**src/utf8_entity_text_to_ascii_top_macros.svh**
```systemverilog
// assertion macros for the utf8 entity text to ascii block
// used by the top level; expects aclk and aresetn in scope
`ifndef UTF8_ENTITY_TEXT_TO_ASCII_TOP_MACROS_SVH
`define UTF8_ENTITY_TEXT_TO_ASCII_TOP_MACROS_SVH

// same-cycle implication
`define U8E_ASSERT_IMP(label, ante, cons, msg) \
    label: assert property (@(posedge aclk) disable iff (!aresetn) (ante) |-> (cons)) \
        else $error(msg);

// next-cycle implication
`define U8E_ASSERT_NXT(label, ante, cons, msg) \
    label: assert property (@(posedge aclk) disable iff (!aresetn) (ante) |=> (cons)) \
        else $error(msg);

`endif

```
**src/u8e_pkg.sv**
```systemverilog
// shared types, constants and code point table for the text to ascii block
// no dependencies
package u8e_pkg;

    localparam int ENT_LOOKAHEAD = 6;
    localparam int ENT_NUM       = 7;
    localparam int ENT_BUF       = ENT_LOOKAHEAD - 2;
    localparam int OP_SLOTS      = 6;
    localparam int PKT_SLOTS     = 7;
    localparam int Q_DEPTH       = 4;
    localparam int CFG_W         = 13;
    localparam int CNT_W         = 12;

    typedef logic [6:0] ch_t;

    // one character operation produced by the classifier
    typedef struct packed {
        logic valid;
        logic space;
        logic text;
        ch_t  ch;
    } op_t;

    // one packet of result characters for one accepted byte
    typedef struct packed {
        logic [2:0]               cnt;
        logic                     last;
        ch_t [PKT_SLOTS-1:0]      ch;
    } pkt_t;

    localparam ch_t CH_SPACE = 7'h20;
    localparam ch_t CH_QMARK = 7'h3F;
    localparam ch_t CH_AMP   = 7'h26;
    localparam ch_t CH_DOT   = 7'h2E;
    localparam ch_t CH_NUL   = 7'h00;

    // special codes out of the code point map
    localparam ch_t MAP_SPACE    = 7'h00;
    localparam ch_t MAP_ELLIPSIS = 7'h01;

    // entity texts, left aligned, byte i at [47-8*i -: 8]
    localparam logic [8*ENT_LOOKAHEAD-1:0] ENT_TEXT [ENT_NUM] = '{
        "&quot;", {"&amp;", 8'h00}, {"&lt;", 16'h0000}, {"&gt;", 16'h0000},
        "&#039;", {"&#39;", 8'h00}, "&apos;"
    };
    localparam logic [2:0] ENT_LEN [ENT_NUM] = '{
        3'd6, 3'd5, 3'd4, 3'd4, 3'd6, 3'd5, 3'd6
    };
    localparam ch_t ENT_CHAR [ENT_NUM] = '{
        7'h22, 7'h26, 7'h3C, 7'h3E, 7'h27, 7'h27, 7'h27
    };

    // code point to ascii look-alike
    function automatic ch_t map_cp(input logic [20:0] cp);
        ch_t r;
        unique case (cp)
            21'h2018, 21'h2019, 21'h201B, 21'h2032: r = 7'h27;
            21'h201C, 21'h201D, 21'h2033:           r = 7'h22;
            21'h2010, 21'h2011, 21'h2012, 21'h2013,
            21'h2014, 21'h2015, 21'h2212:           r = 7'h2D;
            21'h2026:                               r = MAP_ELLIPSIS;
            21'h00A0, 21'h2009, 21'h200A, 21'h202F: r = MAP_SPACE;
            21'h00E9, 21'h00E8, 21'h00EA, 21'h00EB: r = 7'h65;
            21'h00E1, 21'h00E0, 21'h00E2, 21'h00E4,
            21'h00E3, 21'h00E5:                     r = 7'h61;
            21'h00ED, 21'h00EC, 21'h00EE, 21'h00EF: r = 7'h69;
            21'h00F3, 21'h00F2, 21'h00F4, 21'h00F6,
            21'h00F5:                               r = 7'h6F;
            21'h00FA, 21'h00F9, 21'h00FB, 21'h00FC: r = 7'h75;
            21'h00F1:                               r = 7'h6E;
            21'h00E7:                               r = 7'h63;
            default:                                r = CH_QMARK;
        endcase
        return r;
    endfunction

endpackage

```
**src/utf8_entity_text_to_ascii_top.sv**
```systemverilog
// Text to printable ASCII: takes one source byte per cycle while s_ready is high and gives
// at most one result character per cycle. A byte that yields no character (entity or UTF-8
// prefix bytes) is taken at the input only; a byte that yields several characters (a flushed
// entity, an ellipsis, a released space) sends them one character per output transaction, up
// to seven. A four-packet queue between the classifier and the output serializer lets input
// continue while earlier characters drain; s_ready drops only when that queue is full.
// Top level: instantiates u8e_front, u8e_queue and u8e_back; uses u8e_pkg and the macros header
`include "utf8_entity_text_to_ascii_top_macros.svh"

module utf8_entity_text_to_ascii_top (
    input  logic                      aclk,
    input  logic                      aresetn,
    input  logic                      cfg_wr_en,
    input  logic [u8e_pkg::CFG_W-1:0] cfg_wr_data,
    input  logic                      s_valid,
    output logic                      s_ready,
    input  logic [7:0]                s_in_byte,
    output logic                      m_valid,
    input  logic                      m_ready,
    output logic [6:0]                m_out_byte,
    output logic                      m_out_last
);
    import u8e_pkg::*;

    logic q_full;
    logic q_push;
    pkt_t q_pkt;
    logic q_pop;
    logic q_empty;
    pkt_t q_head;
    logic out_printable;
    logic term_in;

    // classifier
    u8e_front u_front (
        .aclk        (aclk),
        .aresetn     (aresetn),
        .cfg_wr_en   (cfg_wr_en),
        .cfg_wr_data (cfg_wr_data),
        .s_valid     (s_valid),
        .s_ready     (s_ready),
        .s_in_byte   (s_in_byte),
        .q_full      (q_full),
        .q_push      (q_push),
        .q_pkt       (q_pkt)
    );

    // packet queue
    u8e_queue u_queue (
        .aclk     (aclk),
        .aresetn  (aresetn),
        .push     (q_push),
        .push_pkt (q_pkt),
        .full     (q_full),
        .pop      (q_pop),
        .empty    (q_empty),
        .head_pkt (q_head)
    );

    // output serializer
    u8e_back u_back (
        .aclk       (aclk),
        .aresetn    (aresetn),
        .q_empty    (q_empty),
        .q_head     (q_head),
        .q_pop      (q_pop),
        .m_valid    (m_valid),
        .m_ready    (m_ready),
        .m_out_byte (m_out_byte),
        .m_out_last (m_out_last)
    );

    // terms used by the checks
    assign out_printable = (m_out_byte >= 7'h20) && (m_out_byte <= 7'h7E);
    assign term_in       = s_valid && s_ready && (s_in_byte == 8'h00);

    // checks
    `U8E_ASSERT_IMP(a_last_is_zero, m_valid && m_out_last, m_out_byte == 7'h00, "last not zero")
    `U8E_ASSERT_IMP(a_printable, m_valid && !m_out_last, out_printable, "unprintable output")
    `U8E_ASSERT_NXT(a_term_queued, term_in, m_valid, "terminator lost")

endmodule

```
**src/u8e_front.sv**
```systemverilog
// front end: accepts source bytes, tracks utf-8, entity and spacing state,
// and builds at most one packet of result characters per byte; uses u8e_pkg
module u8e_front (
    input  logic                      aclk,
    input  logic                      aresetn,
    input  logic                      cfg_wr_en,
    input  logic [u8e_pkg::CFG_W-1:0] cfg_wr_data,
    input  logic                      s_valid,
    output logic                      s_ready,
    input  logic [7:0]                s_in_byte,
    input  logic                      q_full,
    output logic                      q_push,
    output u8e_pkg::pkt_t             q_pkt
);
    import u8e_pkg::*;

    typedef struct packed {
        op_t         op;
        logic        ent_start;
        logic        lead;
        logic [1:0]  extra;
        logic [20:0] acc;
    } disp_t;

    logic [CNT_W-1:0]  lim_reg, lim_next;
    logic              prev_reg, prev_next;
    logic [CNT_W-1:0]  wc_reg, wc_next;
    logic              held_reg, held_next;
    logic [20:0]       acc_reg, acc_next;
    logic [1:0]        cont_reg, cont_next;
    logic [2:0]        fill_reg, fill_next;
    logic [ENT_NUM-1:0] mask_reg, mask_next;
    ch_t               ent_bytes_reg [ENT_BUF];
    logic              ent_wr;
    logic [1:0]        ent_wr_idx;
    logic              accept;

    // byte classifier for a byte outside any sequence or entity
    function automatic disp_t dispatch(input logic [7:0] c);
        disp_t d;
        d = '0;
        if (c == 8'h20 || c == 8'h0A || c == 8'h0D || c == 8'h09) begin
            d.op.valid = 1'b1;
            d.op.space = 1'b1;
        end else if (c == 8'h26) begin
            d.ent_start = 1'b1;
        end else if (c >= 8'h20 && c < 8'h7F) begin
            d.op.valid = 1'b1;
            d.op.text  = 1'b1;
            d.op.ch    = c[6:0];
        end else if (c >= 8'hC0) begin
            d.lead  = 1'b1;
            d.extra = (c >= 8'hF0) ? 2'd3 : ((c >= 8'hE0) ? 2'd2 : 2'd1);
            d.acc   = {15'd0, c[5:0] & (6'h3F >> d.extra)};
        end else begin
            d.op.valid = 1'b1;
            d.op.text  = 1'b1;
            d.op.ch    = CH_QMARK;
        end
        return d;
    endfunction

    // operations for one mapped code point
    function automatic op_t [2:0] map_ops(input logic [20:0] cp);
        op_t [2:0] o;
        ch_t       m;
        o = '0;
        m = map_cp(cp);
        if (m == MAP_SPACE) begin
            o[0].valid = 1'b1;
            o[0].space = 1'b1;
        end else if (m == MAP_ELLIPSIS) begin
            o[0] = '{valid: 1'b1, space: 1'b0, text: 1'b0, ch: CH_DOT};
            o[1] = '{valid: 1'b1, space: 1'b0, text: 1'b0, ch: CH_DOT};
            o[2] = '{valid: 1'b1, space: 1'b0, text: 1'b1, ch: CH_DOT};
        end else begin
            o[0] = '{valid: 1'b1, space: 1'b0, text: 1'b1, ch: m};
        end
        return o;
    endfunction

    assign s_ready = !q_full;
    assign accept  = s_valid && s_ready;

    // capacity limit as the highest character count still writable
    always_comb begin
        lim_next = lim_reg;
        if (cfg_wr_en) begin
            if (cfg_wr_data == '0) begin
                lim_next = '0;
            end else if (cfg_wr_data > CFG_W'(4096)) begin
                lim_next = CNT_W'(4095);
            end else begin
                lim_next = CNT_W'(cfg_wr_data - CFG_W'(1));
            end
        end
    end

    // classify the byte and turn its operations into a packet
    always_comb begin
        op_t              ops [OP_SLOTS];
        op_t [2:0]        mo;
        disp_t            d;
        logic             do_disp;
        logic [ENT_NUM-1:0] match;
        logic             complete;
        ch_t              comp_ch;
        logic             p;
        logic             h;
        logic [CNT_W-1:0] w;
        logic [2:0]       idx;

        for (int i = 0; i < OP_SLOTS; i++) ops[i] = '0;
        mo         = '0;
        d          = dispatch(s_in_byte);
        do_disp    = 1'b0;
        match      = '0;
        complete   = 1'b0;
        comp_ch    = CH_NUL;
        acc_next   = acc_reg;
        cont_next  = cont_reg;
        fill_next  = fill_reg;
        mask_next  = mask_reg;
        ent_wr     = 1'b0;
        ent_wr_idx = fill_reg[1:0] - 2'd1;

        // entity candidates that still match with this byte
        for (int k = ENT_NUM - 1; k >= 0; k--) begin
            match[k] = mask_reg[k] && ((fill_reg + 3'd1) <= ENT_LEN[k]) &&
                       (ENT_TEXT[k][(47 - 8 * fill_reg) -: 8] == s_in_byte);
            if (match[k] && (fill_reg + 3'd1) == ENT_LEN[k]) begin
                complete = 1'b1;
                comp_ch  = ENT_CHAR[k];
            end
        end

        if (s_in_byte == 8'h00) begin
            if (cont_reg != 2'd0) begin
                mo = map_ops(acc_reg);
                for (int i = 0; i < 3; i++) ops[i] = mo[i];
            end
            if (fill_reg != 3'd0) begin
                ops[0] = '{valid: 1'b1, space: 1'b0, text: 1'b1, ch: CH_AMP};
                for (int i = 1; i < ENT_BUF + 1; i++) begin
                    ops[i] = '{valid: (3'(i) < fill_reg), space: 1'b0, text: 1'b1,
                               ch: ent_bytes_reg[i-1]};
                end
            end
        end else if (cont_reg != 2'd0) begin
            if (s_in_byte[7:6] == 2'b10) begin
                acc_next  = {acc_reg[14:0], s_in_byte[5:0]};
                cont_next = cont_reg - 2'd1;
                if (cont_reg == 2'd1) begin
                    mo = map_ops(acc_next);
                    for (int i = 0; i < 3; i++) ops[i] = mo[i];
                end
            end else begin
                cont_next = 2'd0;
                mo = map_ops(acc_reg);
                for (int i = 0; i < 3; i++) ops[i] = mo[i];
                do_disp = 1'b1;
            end
        end else if (fill_reg != 3'd0) begin
            if (complete) begin
                ops[OP_SLOTS-1] = '{valid: 1'b1, space: 1'b0, text: 1'b1, ch: comp_ch};
                fill_next = 3'd0;
            end else if (match != '0) begin
                ent_wr    = 1'b1;
                fill_next = fill_reg + 3'd1;
                mask_next = match;
            end else begin
                ops[0] = '{valid: 1'b1, space: 1'b0, text: 1'b1, ch: CH_AMP};
                for (int i = 1; i < ENT_BUF + 1; i++) begin
                    ops[i] = '{valid: (3'(i) < fill_reg), space: 1'b0, text: 1'b1,
                               ch: ent_bytes_reg[i-1]};
                end
                fill_next = 3'd0;
                do_disp   = 1'b1;
            end
        end else begin
            do_disp = 1'b1;
        end

        // dispatch of the byte itself goes last
        if (do_disp) begin
            ops[OP_SLOTS-1] = d.op;
            if (d.ent_start) begin
                fill_next = 3'd1;
                mask_next = '1;
            end
            if (d.lead) begin
                acc_next  = d.acc;
                cont_next = d.extra;
            end
        end

        // apply operations in order against spacing and capacity
        p     = prev_reg;
        h     = held_reg;
        w     = wc_reg;
        idx   = 3'd0;
        q_pkt = '0;
        for (int i = 0; i < OP_SLOTS; i++) begin
            if (ops[i].valid) begin
                if (ops[i].space) begin
                    if (!p && w < lim_reg) begin
                        h = 1'b1;
                        w = w + CNT_W'(1);
                    end
                    p = 1'b1;
                end else begin
                    if (w < lim_reg) begin
                        if (h) begin
                            q_pkt.ch[idx] = CH_SPACE;
                            idx = idx + 3'd1;
                            h = 1'b0;
                        end
                        q_pkt.ch[idx] = ops[i].ch;
                        idx = idx + 3'd1;
                        w = w + CNT_W'(1);
                    end
                    if (ops[i].text) p = 1'b0;
                end
            end
        end

        prev_next = p;
        held_next = h;
        wc_next   = w;

        // terminator and string reset
        if (s_in_byte == 8'h00) begin
            q_pkt.ch[idx] = CH_NUL;
            idx        = idx + 3'd1;
            q_pkt.last = 1'b1;
            prev_next  = 1'b1;
            held_next  = 1'b0;
            wc_next    = '0;
            acc_next   = '0;
            cont_next  = 2'd0;
            fill_next  = 3'd0;
        end
        q_pkt.cnt = idx;
        q_push    = accept && (idx != 3'd0);
    end

    // control state
    always_ff @(posedge aclk) begin
        if (!aresetn) begin
            lim_reg  <= CNT_W'(255);
            prev_reg <= 1'b1;
            wc_reg   <= '0;
            held_reg <= 1'b0;
            acc_reg  <= '0;
            cont_reg <= 2'd0;
            fill_reg <= 3'd0;
            mask_reg <= '0;
        end else begin
            lim_reg <= lim_next;
            if (accept) begin
                prev_reg <= prev_next;
                wc_reg   <= wc_next;
                held_reg <= held_next;
                acc_reg  <= acc_next;
                cont_reg <= cont_next;
                fill_reg <= fill_next;
                mask_reg <= mask_next;
            end
        end
    end

    // pending entity bytes after the ampersand
    always_ff @(posedge aclk) begin
        if (accept && ent_wr) begin
            ent_bytes_reg[ent_wr_idx] <= s_in_byte[6:0];
        end
    end

endmodule

```
**src/u8e_queue.sv**
```systemverilog
// short packet queue between the front end and the output serializer
// uses u8e_pkg
module u8e_queue (
    input  logic          aclk,
    input  logic          aresetn,
    input  logic          push,
    input  u8e_pkg::pkt_t push_pkt,
    output logic          full,
    input  logic          pop,
    output logic          empty,
    output u8e_pkg::pkt_t head_pkt
);
    import u8e_pkg::*;

    localparam int PTR_W = $clog2(Q_DEPTH);

    pkt_t             mem_reg [Q_DEPTH];
    logic [PTR_W-1:0] wr_ptr_reg, wr_ptr_next;
    logic [PTR_W-1:0] rd_ptr_reg, rd_ptr_next;
    logic [PTR_W:0]   count_reg, count_next;

    assign full     = (count_reg == (PTR_W+1)'(Q_DEPTH));
    assign empty    = (count_reg == '0);
    assign head_pkt = mem_reg[rd_ptr_reg];

    // pointer and occupancy update
    always_comb begin
        wr_ptr_next = wr_ptr_reg + PTR_W'(push);
        rd_ptr_next = rd_ptr_reg + PTR_W'(pop);
        count_next  = count_reg + (PTR_W+1)'(push) - (PTR_W+1)'(pop);
    end

    always_ff @(posedge aclk) begin
        if (!aresetn) begin
            wr_ptr_reg <= '0;
            rd_ptr_reg <= '0;
            count_reg  <= '0;
        end else begin
            wr_ptr_reg <= wr_ptr_next;
            rd_ptr_reg <= rd_ptr_next;
            count_reg  <= count_next;
        end
    end

    // packet storage
    always_ff @(posedge aclk) begin
        if (push) begin
            mem_reg[wr_ptr_reg] <= push_pkt;
        end
    end

endmodule

```
**src/u8e_back.sv**
```systemverilog
// back end: sends the characters of the head packet one transaction at a time
// uses u8e_pkg
module u8e_back (
    input  logic          aclk,
    input  logic          aresetn,
    input  logic          q_empty,
    input  u8e_pkg::pkt_t q_head,
    output logic          q_pop,
    output logic          m_valid,
    input  logic          m_ready,
    output logic [6:0]    m_out_byte,
    output logic          m_out_last
);
    import u8e_pkg::*;

    logic [2:0] idx_reg, idx_next;
    logic       at_end;

    assign at_end     = (idx_reg == q_head.cnt - 3'd1);
    assign m_valid    = !q_empty;
    assign m_out_byte = q_head.ch[idx_reg];
    assign m_out_last = q_head.last && at_end;
    assign q_pop      = m_valid && m_ready && at_end;

    // position within the head packet
    always_comb begin
        idx_next = idx_reg;
        if (m_valid && m_ready) begin
            idx_next = at_end ? 3'd0 : idx_reg + 3'd1;
        end
    end

    always_ff @(posedge aclk) begin
        if (!aresetn) begin
            idx_reg <= 3'd0;
        end else begin
            idx_reg <= idx_next;
        end
    end

endmodule

```
**config.mk**
```make
export PLATFORM = sky130hd
export DESIGN_NAME = utf8_entity_text_to_ascii_top
export DESIGN_NICKNAME = d
export VERILOG_FILES = /design/src/u8e_pkg.sv /design/src/utf8_entity_text_to_ascii_top.sv /design/src/u8e_front.sv /design/src/u8e_queue.sv /design/src/u8e_back.sv
export VERILOG_INCLUDE_DIRS = /design/src /design/src/src
export SDC_FILE = /design/constraint.sdc
export NUM_CORES = 1
export LEC_CHECK = 0
export ABC_AREA = 1
export BUFFER_PORTS_ARGS = -buffer_cell sky130_fd_sc_hd__buf_2
export CAP_MARGIN = 20
export CORE_UTILIZATION = 45
export DETAILED_ROUTE_END_ITERATION = 16
export GPL_TIMING_DRIVEN = 1
export PLACE_DENSITY = 0.63
export SLEW_MARGIN = 20
export SYNTH_ARGS = -nofsm -noshare
export SYNTH_HDL_FRONTEND = slang
export SYNTH_HIERARCHICAL = 1
export SYNTH_SLANG_ARGS = --single-unit
```
**constraint.sdc**
```tcl
create_clock -name aclk -period 21.8 [get_ports aclk]
set_input_delay 4.36 -clock aclk [delete_from_list [all_inputs] [get_ports aclk]]
set_output_delay 4.36 -clock aclk [all_outputs]
set_load 0.01 [all_outputs]
```
==> metrics <==
switching part of the total=0.378; placed cell area=24,100 µm²; proportion of synthesized flip-flops having asynchronous set or reset=0; Peak supply drop=0.0508 mV; sw power=758 µW; routed vias/inst=5.62; worst clock skew=0.0252 ns; average wire per standard cell=18.7 µm; maximum clock frequency=52.4 MHz; crit end category=register; classification of the worst-slack hold path=register to register; RSZ-0062 raised after global routing=false; cts-stage hold buffer count=0; Root Buffer Master=clkbuf_16; Internal Power=1250 µW; CTS sink count=309; placement row count=83; drt first-iter violations=1,975; run status=finished, final reports clean; number of slew-limit violations in the final report=0; first-pass GRT wire length=115 mm; final number of hold-violating endpoints=0; final global-route overflow total=0; Area Overhead vs Synth=7.28%; Crit path arrival time=19.25 ns; launch point of the critical path=s_in_byte[6]; max-cap violations=0; Ant. Diodes=0; logic depth of the worst setup path including buffers=84; leading cell type in the layout, fill and taps excluded=nand2_1; cell family with most CP delay=simple AND/OR/NAND/NOR gates; Residual DRC=0; FF-to-FF path depth=88; Clock H-tree levels=2; summed area of non-filler cells in the final layout=25,300 µm²; antenna violations before repair=0; total CTS buffers=36; Max FO, Critical Path=53; net count after synthesis=3,395; share of final-layout standard cells stronger than drive strength 1=0.0790; worst skew pair latency=0.57 ns; maximum number of pins on one net before global-route repair=83; Unique masters post-synth=75; die height=231 µm; syn avg cell area=7.22 µm²; maximum cell stage delay along the critical path=0.66 ns; total number of vias=22,200; Cells after Synth=3,262; cell area after synthesis=23,500 µm²; drt pass-1 iters=5; yosys synthesis warning count=6; nets=3,369; maximum clock path buffer count=3; final-report setup violation count=0; R2R Path Start=u_front/fill_reg[1]$_SDFFE_PN0P_; top-level port count=36; total of cells resized after clock tree synthesis=0; total routing resource utilization after global routing=0.274; CP dominant cell by count=nand2_1; Power Density=79.4 nW/µm²; WP buf/inv=20; total core area=51,500 µm²; register bit total from synthesis=309; setup slack of the worst register-to-register path=4.83 ns; most common flop cell mapped by yosys=edfxtp_1; crit path time final=19.07 ns; sum of negative setup slack=0 ns; Post-CTS Repair Setup Buffers=0; initial standard-cell utilization of the core=0.457; Critical Path Source Type=input pin; number of flip-flops in the largest register=212; capture point of the critical path=u_queue/mem_reg[3][38]$_DFFE_PP_; die area=53,200 µm²; TritonCTS clock tree=yes; IO buf count=35; portion of the post-synthesis area used by sequential elements=0.365; count of flip-flops with a built-in enable after synthesis=240; Clock Power Share=0.298; Tightest Pin Transition=1.05 ns; sequential group share of total power=0.374; portion of total power attributed to combinational logic=0.328; final clock period utilization by the worst path=0.875; Clock transition at path regs=0.06 ns; cell depth of the worst hold path=2; final RePlAce weighted congestion=0.985; required arrival time at the worst endpoint=21.98 ns; FF-to-FF End=u_queue/mem_reg[3][38]$_DFFE_PP_; WS Path Type=input pin to register; detailed placement HPWL=55.1 mm; Crit-path slowest cell=buf_4; die span in x=231 µm; via count of the first global-routing pass=20,700; Max-slew headroom=0.298; WL final=73.6 mm; top library cells by usage in the layout, fill and taps aside=nand2_1 (750), inv_1 (434), nor2_1 (352); static leakage=0.0107 µW; remaining antenna violation count after routing=0
==> layer usage <==
layer  track usage  wire [µm]
met5             0          0
met4         0.101       2290
met3        0.0288       4040
met2         0.459      34500
met1         0.366      32700
==> area by class of cell <==
cell class	count	area, µm²
clock buffers	45	996
clock inverters	21	181
fillers	5112	26200
inverters	463	1740
multi-input cells	2376	12600
flip-flops and latches	309	8600
well taps	680	851
repair buffers	50	288
==> power groups by stage <==
stage               Sequential [µW]  Clock [µW]  Combinational [µW]
floorplan                       754           0                 480
detailed placement              763           0                 655
global placement                761           0                 646
global route                    757         634                 741
finish                          750         597                 658
CTS                             751         610                 658
==> cells by family after synthesis <==
logic type / count (synthesis) / synth area share
AND/OR/NAND/NOR: 1470 / 0.267
XOR/XNOR: 50 / 0.0196
AO/OA/AOI/OAI: 749 / 0.191
flip-flops: 309 / 0.365
adder cells (fa/ha/maj): 107 / 0.0572
buffers and inverters: 577 / 0.101
==> how the worst min path moves through the flow <==
stage	startpoint	slack (ns)	endpoint
floorplan	u_front/lim_reg[10]$_SDFFE_PN0P_	0.44	u_front/lim_reg[10]$_SDFFE_PN0P_
global placement	u_front/acc_reg[14]$_SDFFE_PN0P_	0.45	u_front/acc_reg[14]$_SDFFE_PN0P_
detailed placement	u_front/lim_reg[10]$_SDFFE_PN0P_	0.46	u_front/lim_reg[10]$_SDFFE_PN0P_
CTS	u_front/lim_reg[10]$_SDFFE_PN0P_	0.46	u_front/lim_reg[10]$_SDFFE_PN0P_
global route	u_front/acc_reg[10]$_SDFFE_PN0P_	0.48	u_front/acc_reg[10]$_SDFFE_PN0P_
finish	u_front/lim_reg[8]$_SDFFE_PN0P_	0.46	u_front/lim_reg[8]$_SDFFE_PN0P_
==> synthesized netlist by cell type (all sizes together), types with 2 or more instances <==
| library cell | count | area [µm²] |
|---|---|---|
| a22oi | 11 | 82.6 |
| o31ai | 11 | 82.6 |
| inv | 457 | 1720 |
| nand2 | 766 | 2940 |
| o21ai | 279 | 1420 |
| nor3 | 68 | 389 |
| o21bai | 4 | 30.0 |
| clkinv | 6 | 22.5 |
| or2 | 11 | 68.8 |
| nor3b | 2 | 20.0 |
| a221oi | 2 | 17.5 |
| a32oi | 3 | 26.3 |
| o221ai | 9 | 78.8 |
| a41oi | 2 | 17.5 |
| a31oi | 6 | 37.5 |
| and2 | 2 | 15.0 |
| xor2 | 43 | 384 |
| xnor2 | 7 | 76.3 |
| o22ai | 41 | 257 |
| o2111ai | 2 | 17.5 |
| buf | 62 | 437 |
| clkbuf | 52 | 195 |
| dfxtp | 69 | 1380 |
| or4 | 2 | 15.0 |
| ha | 106 | 1330 |
| o32ai | 2 | 17.5 |
| a211oi | 7 | 52.6 |
| nor4 | 11 | 68.8 |
| nand4 | 41 | 278 |
| a21oi | 265 | 1460 |
| o21a | 5 | 45.0 |
| and3 | 2 | 12.5 |
| nor2 | 370 | 1450 |
| a21boi | 2 | 15.0 |
| nand3 | 191 | 993 |
| edfxtp | 240 | 7210 |
| o211ai | 91 | 783 |
| nand3b | 3 | 22.5 |
==> tightest hold or removal path, cell delays in order, from the launching register on <==
cell	delay (ns)
dfxtp_1	0.30
nand2_1	0.06
a21oi_1	0.05
==> per-stage QoR <==
stage	utilization	total power, µW	cells	hold WS (ns)	setup WS, ns
detailed placement	0.468	1420	3878	0.456	2.29
global route	0.490	2130	3944	0.482	1.18
global placement	0.468	1410	3878	0.453	2.83
floorplan	-	1230	3262	0.444	2.54
finish	0.490	2010	3944	0.462	2.73
CTS	0.490	2020	3944	0.464	2.84
No activity file was read; power rests on OpenSTA's default activity.
